### config.mk
export PLATFORM = sky130hd
export DESIGN_NAME = overwriting_ring_fifo_top
export DESIGN_NICKNAME = d
export VERILOG_FILES = /design/src/rtl/core/orf_pkg.sv /design/src/rtl/core/orf_cell.sv /design/src/rtl/core/orf_ctrl.sv /design/src/rtl/core/overwriting_ring_fifo_top.sv
export SDC_FILE = /design/constraint.sdc
export NUM_CORES = 1
export LEC_CHECK = 0
export ABC_AREA = 0
export BUFFER_PORTS_ARGS = -buffer_cell sky130_fd_sc_hd__buf_4
export CORE_MARGIN = 1
export CORE_UTILIZATION = 50
export DETAILED_ROUTE_END_ITERATION = 8
export MAX_ROUTING_LAYER = met4
export PLACE_DENSITY_LB_ADDON = 0.1
export SETUP_SLACK_MARGIN = 0.5
export SLEW_MARGIN = 5
export SYNTH_ARGS = -nofsm -noshare
export SYNTH_HDL_FRONTEND = slang
export SYNTH_HIERARCHICAL = 1
export SYNTH_SLANG_ARGS = --single-unit
### constraint.sdc
create_clock -name clk -period 10.2 [get_ports clk]
set_input_delay 1.53 -clock clk [delete_from_list [all_inputs] [get_ports clk]]
set_output_delay 1.53 -clock clk [all_outputs]
set_load 0.02 [all_outputs]
### src/rtl/core/orf_pkg.sv
// Shared types and constants for the overwriting ring FIFO.
package orf_pkg;

	localparam int DEPTH         = 16;
	localparam int PAYLOAD_WIDTH = 64;
	localparam int RESULT_CAP    = 16;

	localparam int ACTION_W = 3;
	localparam int WORD_W   = 64;
	localparam int LIMIT_W  = 5;
	localparam int FILL_W   = 5;
	localparam int CNT_W    = $clog2(DEPTH + 1);
	localparam int CMP_W    = (CNT_W > LIMIT_W) ? CNT_W : LIMIT_W;

	localparam logic [ACTION_W-1:0] ACT_ENQ    = 3'd0;
	localparam logic [ACTION_W-1:0] ACT_DEQ    = 3'd1;
	localparam logic [ACTION_W-1:0] ACT_PEEK   = 3'd2;
	localparam logic [ACTION_W-1:0] ACT_DRAIN  = 3'd3;
	localparam logic [ACTION_W-1:0] ACT_STATUS = 3'd4;

	typedef enum logic {
		ST_IDLE,
		ST_DRAIN
	} state_t;

	typedef struct packed {
		logic [ACTION_W-1:0] action;
		logic [WORD_W-1:0]   payload_in;
		logic [LIMIT_W-1:0]  drain_limit;
	} cmd_t;

	typedef struct packed {
		logic               ok;
		logic [WORD_W-1:0]  payload_out;
		logic               overwrote;
		logic [FILL_W-1:0]  fill_count;
		logic               is_full;
		logic               is_empty;
		logic               last;
	} result_t;

	typedef struct packed {
		logic shift;
		logic load;
	} cell_ctl_t;

	typedef struct packed {
		logic             shift;
		logic [DEPTH-1:0] load;
	} chain_ctl_t;

endpackage

### src/rtl/core/orf_cell.sv
// One storage cell of the FIFO chain: loads a new word or takes its neighbor's word.
module orf_cell (
	input  logic                              clk,
	input  orf_pkg::cell_ctl_t                ctl,
	input  logic [orf_pkg::PAYLOAD_WIDTH-1:0] new_word,
	input  logic [orf_pkg::PAYLOAD_WIDTH-1:0] next_word,
	output logic [orf_pkg::PAYLOAD_WIDTH-1:0] word
);

	logic [orf_pkg::PAYLOAD_WIDTH-1:0] word_q;

	// A load wins over the shift, so a full enqueue lands in the last cell.
	always_ff @(posedge clk) begin
		if (ctl.load) begin
			word_q <= new_word;
		end else if (ctl.shift) begin
			word_q <= next_word;
		end
	end

	assign word = word_q;

endmodule

### src/rtl/core/orf_ctrl.sv
// Command decoder, fill counter, drain sequencer and result register of the FIFO.
module orf_ctrl (
	input  logic                              clk,
	input  logic                              arst_n,
	input  logic                              start,
	input  orf_pkg::cmd_t                     cmd,
	input  logic [orf_pkg::PAYLOAD_WIDTH-1:0] head_word,
	output orf_pkg::chain_ctl_t               chain,
	output logic                              busy,
	output logic                              done,
	output orf_pkg::result_t                  result
);

	orf_pkg::state_t                state_q, state_d;
	logic [orf_pkg::CNT_W-1:0]      count_q, count_d;
	logic [orf_pkg::CNT_W-1:0]      rem_q, rem_d;
	logic [orf_pkg::CMP_W-1:0]      limit_c, count_c, cap_c, n_c;
	logic                           accept, full, empty;
	logic                           emit, ok_d, ovw_d, last_d, sel_head;
	orf_pkg::result_t               res_q;
	logic                           done_q;

	assign accept = start && (state_q == orf_pkg::ST_IDLE);
	assign full   = (count_q == orf_pkg::CNT_W'(orf_pkg::DEPTH));
	assign empty  = (count_q == '0);

	// Entries a drain will pop: the smallest of limit, cap and fill count.
	assign limit_c = orf_pkg::CMP_W'(cmd.drain_limit);
	assign count_c = orf_pkg::CMP_W'(count_q);
	assign cap_c   = orf_pkg::CMP_W'(orf_pkg::RESULT_CAP);
	always_comb begin
		n_c = limit_c;
		if (n_c > cap_c) begin
			n_c = cap_c;
		end
		if (n_c > count_c) begin
			n_c = count_c;
		end
	end

	// Next state of the drain sequencer.
	always_comb begin
		state_d = state_q;
		rem_d   = rem_q;
		unique case (state_q)
			orf_pkg::ST_IDLE: begin
				if (accept && (cmd.action == orf_pkg::ACT_DRAIN) &&
				    (n_c > orf_pkg::CMP_W'(1))) begin
					state_d = orf_pkg::ST_DRAIN;
					rem_d   = orf_pkg::CNT_W'(n_c - orf_pkg::CMP_W'(1));
				end
			end
			orf_pkg::ST_DRAIN: begin
				rem_d = rem_q - orf_pkg::CNT_W'(1);
				if (rem_q == orf_pkg::CNT_W'(1)) begin
					state_d = orf_pkg::ST_IDLE;
				end
			end
			default: begin
				state_d = orf_pkg::ST_IDLE;
			end
		endcase
	end

	// Outputs: chain control, new fill count and the result fields.
	always_comb begin
		chain.shift = 1'b0;
		chain.load  = '0;
		count_d     = count_q;
		emit        = 1'b0;
		ok_d        = 1'b0;
		ovw_d       = 1'b0;
		last_d      = 1'b1;
		sel_head    = 1'b0;
		unique case (state_q)
			orf_pkg::ST_IDLE: begin
				if (accept) begin
					emit = 1'b1;
					unique case (cmd.action)
						orf_pkg::ACT_ENQ: begin
							ok_d        = 1'b1;
							ovw_d       = full;
							chain.shift = full;
							for (int i = 0; i < orf_pkg::DEPTH; i++) begin
								chain.load[i] = full ? (i == orf_pkg::DEPTH - 1)
								                     : (count_q == orf_pkg::CNT_W'(i));
							end
							if (!full) begin
								count_d = count_q + orf_pkg::CNT_W'(1);
							end
						end
						orf_pkg::ACT_DEQ: begin
							if (!empty) begin
								ok_d        = 1'b1;
								sel_head    = 1'b1;
								chain.shift = 1'b1;
								count_d     = count_q - orf_pkg::CNT_W'(1);
							end
						end
						orf_pkg::ACT_PEEK: begin
							ok_d     = !empty;
							sel_head = !empty;
						end
						orf_pkg::ACT_DRAIN: begin
							if (n_c != '0) begin
								ok_d        = 1'b1;
								sel_head    = 1'b1;
								chain.shift = 1'b1;
								count_d     = count_q - orf_pkg::CNT_W'(1);
								last_d      = (n_c == orf_pkg::CMP_W'(1));
							end
						end
						orf_pkg::ACT_STATUS: begin
							ok_d = 1'b1;
						end
						default: begin
							ok_d = 1'b0;
						end
					endcase
				end
			end
			orf_pkg::ST_DRAIN: begin
				emit        = 1'b1;
				ok_d        = 1'b1;
				sel_head    = 1'b1;
				chain.shift = 1'b1;
				count_d     = count_q - orf_pkg::CNT_W'(1);
				last_d      = (rem_q == orf_pkg::CNT_W'(1));
			end
			default: begin
				emit = 1'b0;
			end
		endcase
	end

	always_ff @(posedge clk or negedge arst_n) begin
		if (!arst_n) begin
			state_q <= orf_pkg::ST_IDLE;
			count_q <= '0;
			rem_q   <= '0;
			done_q  <= 1'b0;
		end else begin
			state_q <= state_d;
			count_q <= count_d;
			rem_q   <= rem_d;
			done_q  <= emit;
		end
	end

	always_ff @(posedge clk) begin
		if (emit) begin
			res_q.ok          <= ok_d;
			res_q.payload_out <= sel_head ? orf_pkg::WORD_W'(head_word) : '0;
			res_q.overwrote   <= ovw_d;
			res_q.fill_count  <= orf_pkg::FILL_W'(count_d);
			res_q.is_full     <= (count_d == orf_pkg::CNT_W'(orf_pkg::DEPTH));
			res_q.is_empty    <= (count_d == '0);
			res_q.last        <= last_d;
		end
	end

	assign busy   = (state_q == orf_pkg::ST_DRAIN);
	assign done   = done_q;
	assign result = res_q;

endmodule

### src/rtl/core/overwriting_ring_fifo_top.sv
// Top level of the overwriting ring FIFO: controller plus a chain of storage cells.
// A result appears on result, marked by done, in the cycle after the command is accepted.
// Enqueue, dequeue, peek and status each give one result; one word per cycle while busy is low.
// A drain that pops n entries gives n results, with busy high while any but the last is shown;
// the chain pops exactly one entry per cycle by shifting every cell toward the head.
// Reset clears the fill count, the drain sequencer and done; the cells hold no reset value.
module overwriting_ring_fifo_top (
	input  logic             clk,
	input  logic             arst_n,
	input  logic             start,
	input  orf_pkg::cmd_t    cmd,
	output logic             busy,
	output logic             done,
	output orf_pkg::result_t result
);

	// The oldest entry always sits in cell 0, the next oldest in cell 1, and so on.
	// A pop shifts every cell down by one; an enqueue writes the cell just past the
	// newest entry, or, on a full queue, shifts and writes the last cell, which drops
	// the oldest word without any head or tail pointer.
	orf_pkg::chain_ctl_t               chain;
	logic [orf_pkg::PAYLOAD_WIDTH-1:0] cell_word [orf_pkg::DEPTH];
	logic [orf_pkg::PAYLOAD_WIDTH-1:0] new_word;

	// Only the stored width of the payload is kept.
	assign new_word = cmd.payload_in[orf_pkg::PAYLOAD_WIDTH-1:0];

	orf_ctrl u_ctrl (
		.clk       (clk),
		.arst_n    (arst_n),
		.start     (start),
		.cmd       (cmd),
		.head_word (cell_word[0]),
		.chain     (chain),
		.busy      (busy),
		.done      (done),
		.result    (result)
	);

	// Each cell takes its upper neighbor's word on a shift; the last cell takes zero,
	// which is never read before it is written again.
	for (genvar i = 0; i < orf_pkg::DEPTH; i++) begin : g_cell
		orf_pkg::cell_ctl_t                cctl;
		logic [orf_pkg::PAYLOAD_WIDTH-1:0] next_word;

		assign cctl.shift = chain.shift;
		assign cctl.load  = chain.load[i];

		if (i == orf_pkg::DEPTH - 1) begin : g_end
			assign next_word = '0;
		end else begin : g_mid
			assign next_word = cell_word[i + 1];
		end

		orf_cell u_cell (
			.clk       (clk),
			.ctl       (cctl),
			.new_word  (new_word),
			.next_word (next_word),
			.word      (cell_word[i])
		);
	end

	// While a drain runs, a result follows in every cycle.
	a_drain_emits: assert property (@(posedge clk) disable iff (!arst_n)
		busy |=> done)
		else $error("drain cycle without a result");

	// A result that is not the last one of its command means the drain still runs.
	a_not_last_busy: assert property (@(posedge clk) disable iff (!arst_n)
		(done && !result.last) |-> busy)
		else $error("non-final result outside a drain");

	// The end of a drain shows its final result.
	a_drain_end_last: assert property (@(posedge clk) disable iff (!arst_n)
		$fell(busy) |-> (done && result.last))
		else $error("drain ended without a final result");

	// Full and empty never hold together.
	a_full_empty: assert property (@(posedge clk) disable iff (!arst_n)
		done |-> !(result.is_full && result.is_empty))
		else $error("full and empty flagged together");

endmodule
==> flow_metrics.py <==
metrics = {
    "global_routing": {
        "grt_pass1_vias": 22419,
        "grt_pass1_wl_mm": 134,
        "grt_antenna_before_repair": 2,
        "grt-ovfl-total": 0,
        "grt_start_max_net_pins": 66,
        "track_usage_pct": 17.3,
    },
    "logic_synthesis": {
        "ys_seq_elements": 1110,
        "yosys-top-cells-count": "1098 x edfxtp_1, 785 x mux2_4, 240 x mux2_2",
        "synthMuxAreaShare_pct": 28.6,
        "synth_top_area_share_pct": 64.8,
        "synth_adder_area_share_pct": 0.344,
        "synth_top_cell_by_area": "edfxtp_1",
        "yosysSeqAreaShare_pct": 65.3,
        "ys_top_cells_by_area": "edfxtp_1 65%, mux2_4 23%, mux2_2 5.3%, buf_6 2.1%, nor2b_1 0.86%",
        "yosysUniqueCellTypes": 65,
        "synth-compound-area-share_pct": 0.919,
        "synth_top_family_by_area": "multiplexers",
        "synth.avg_cell_area_um2": 19.9,
        "synth_edf_count": 1098,
        "ys.flop_type": "edfxtp_1",
        "async_flop_share_pct": 1.08,
        "yosys.area_share.xor_xnor_pct": 0.172,
        "yosysMostFrequentCell": "edfxtp_1",
        "syn-cell-area_um2": 50900,
        "netlist_instances": 2559,
        "synth-simple-area-share_pct": 2.09,
        "ys_warn_count": 6,
    },
    "clock_tree": {
        "clock_insertion_delay_worst_skew_ps": 690,
        "cts_max_path_buffers": 3,
        "cts_hold_buf": 0,
        "cts-buffers-inserted": 118,
        "cts_resized": 0,
        "post-cts-setup-buffer-count": 0,
        "clk_pin_slew_ps": 60,
        "htreeDepth": 3,
        "clock_sinks": 1110,
        "cts_tree": "done",
        "cts-root-buf": "clkbuf_16",
    },
    "setup_path": {
        "path_class": "reg2reg",
        "r2r_slack_ps": 4830,
        "r2r_cells": 16,
        "cp.required_ps": 10510,
        "crit_path_end_kind": "flop",
        "crit_fanout": 64,
        "worstSetupStartpoint": "u_ctrl/count_c[2]",
        "r2r_start": "u_ctrl/count_c[2]",
        "cp-endpoint": "g_cell[2].u_cell/word[19]",
        "startpoint_type": "flop",
        "timing.rr.end": "g_cell[2].u_cell/word[19]",
        "cp.arrival_ps": 5680,
    },
    "sta": {
        "report.final.slew_viol_count": 0,
        "post-route-period-util_pct": 52.6,
        "max_freq_mhz": 186,
        "tightest_slew_ps": 1030,
        "whs_ps": 526,
        "tns_ps": 0,
        "fin_crit_ps": 5370,
        "slew_headroom_pct": 31.1,
        "rsz0062_at_grt": "no",
        "setup_violations": 0,
        "fin_skew_ps": 27.2,
        "hold_violations": 0,
    },
    "placed_design": {
        "portBuffers": 150,
        "hpwl_mm": 58.6,
        "gp_congestion": 0.826,
        "placed_cell_area_um2": 53100,
    },
    "floorplanning": {
        "die_h_um": 321,
        "fp.coreArea_um2": 100000,
        "pin_count": 151,
        "start_util_pct": 50.7,
        "die_w_um": 321,
        "dieArea_um2": 103000,
        "num_rows": 116,
    },
    "hold_path": {
        "holdCritPathClass": "reg2reg",
    },
    "detailed_routing": {
        "routed_via_density": 5.13,
        "wl_per_cell_um": 20.2,
        "firstDrtPassIters": 5,
        "vias": 21754,
        "drt_iter0_markers": 1274,
        "ant_nets": 0,
        "routed_wl_mm": 85.8,
        "drc": 0,
    },
    "pwr": {
        "power_density_nw_per_um2": 309,
        "power.total_mw": 17.5,
        "p_leak_nw": 20.6,
        "peakVddDrop_uv": 179,
    },
    "cells_and_area": {
        "drive_gt1_share_pct": 48.8,
        "final_nets": 2875,
        "synthToLayoutAreaGrowth_pct": 11.4,
        "stdcell_area_um2": 56700,
    },
    "flow_run": {
        "timing.max_cap.violations": 0,
    },
    "status": {
        "outcome": "completed",
    },
}
[area by class of cell]
cell class	count	area (µm²)
antenna	1	2.50
clock buffer	147	3080
clock inverter	70	563
fill	7698	43700
inverter	13	48.8
multi-input combinational	1371	16800
sequential	1110	33300
tap	1357	1700
timing repair buffer	172	1290
[registers in the layout, indices dropped and copies added, names as in the netlist]
register            cells
u_ctrl/busy             1
u_ctrl/count_c          5
u_ctrl/result          74
g_cell.u_cell/word   1024
u_ctrl/rem_q            5
u_ctrl/done             1
[stage by stage]
stage / worst slack (ps) / util, % / cells
floorplan: 3870 / - / 2622
global placement: 4300 / 52.8 / 4023
detailed placement: 4260 / 52.8 / 4023
CTS: 4840 / 56.5 / 4240
global route: 4500 / 56.5 / 4240
finish: 4830 / 56.5 / 4241
[how the worst min path moves through the flow]
stage                                         start                   endpoint  slack (ps)  cells past startpoint
after global placement    g_cell[0].u_cell/word[33]          u_ctrl/result[42]         510                      1
after floorplan            g_cell[0].u_cell/word[1]          u_ctrl/result[10]         510                      1
final                     g_cell[5].u_cell/word[34]  g_cell[4].u_cell/word[34]         530                      1
after CTS                 g_cell[5].u_cell/word[34]  g_cell[4].u_cell/word[34]         530                      1
after detailed placement   g_cell[0].u_cell/word[3]          u_ctrl/result[12]         520                      1
after global routing      g_cell[5].u_cell/word[34]  g_cell[4].u_cell/word[34]         540                      1
[cells by family (layout without fill, tap and decap cells)]
kind of cell / after synthesis / in the layout
DFF: 1110 / 1110
muxes: 1031 / 1031
and+or+nand+nor: 191 / 191
buffers and inverters: 141 / 402
AOI/OAI and AO/OA: 61 / 61
adders and majority gates: 14 / 14
xor gates and xnor gates: 10 / 10
other: 1 / 65
[routing by layer]
metal	part of all wire, %	GRT usage (%)
met1	53	26.2
met2	41	23.8
met4	1.7	4.73
met3	4.4	3.01
met5	0	-
[worst max-delay path: stages (launching register included)]
cell      delay (ps)
dfrtp_1          670
clkinv_1         500
ha_1             460
and3_1           220
o21ai_2           90
a31oi_4          390
a21oi_1          180
ha_1             320
nand2b_1         130
nor4_1            70
or2_2            340
a21oi_2          210
a211oi_1         110
o21ai_2          140
buf_4            270
or2_4            160
buf_4            680
[cells in the final DEF, fill, tap and decap left out, drive strengths merged, types with 12 or more instances in the layout]
| cell type | Yosys | routed |
|---|---|---|
| buf | 125 | 172 |
| clkbuf | 3 | 147 |
| clkinv | 1 | 59 |
| conb | 1 | 64 |
| dfrtp | 12 | 12 |
| edfxtp | 1098 | 1098 |
| ha | 14 | 14 |
| inv | 12 | 16 |
| mux2 | 1025 | 1025 |
| nand2 | 26 | 26 |
| nand3 | 12 | 12 |
| nor2 | 31 | 31 |
| nor2b | 71 | 71 |
| or2 | 19 | 19 |
[report_power, final]
part | leakage, nW | internal [mW] | switching [mW] | total, mW
sequential | 10.9 | 8.36 | 0.661 | 9.02
combinational | 7.95 | 2.52 | 1.97 | 4.50
clock | 1.79 | 2.31 | 1.68 | 3.99
total | 20.6 | 13.2 | 4.32 | 17.5
No activity file was read; power rests on OpenSTA's default activity.
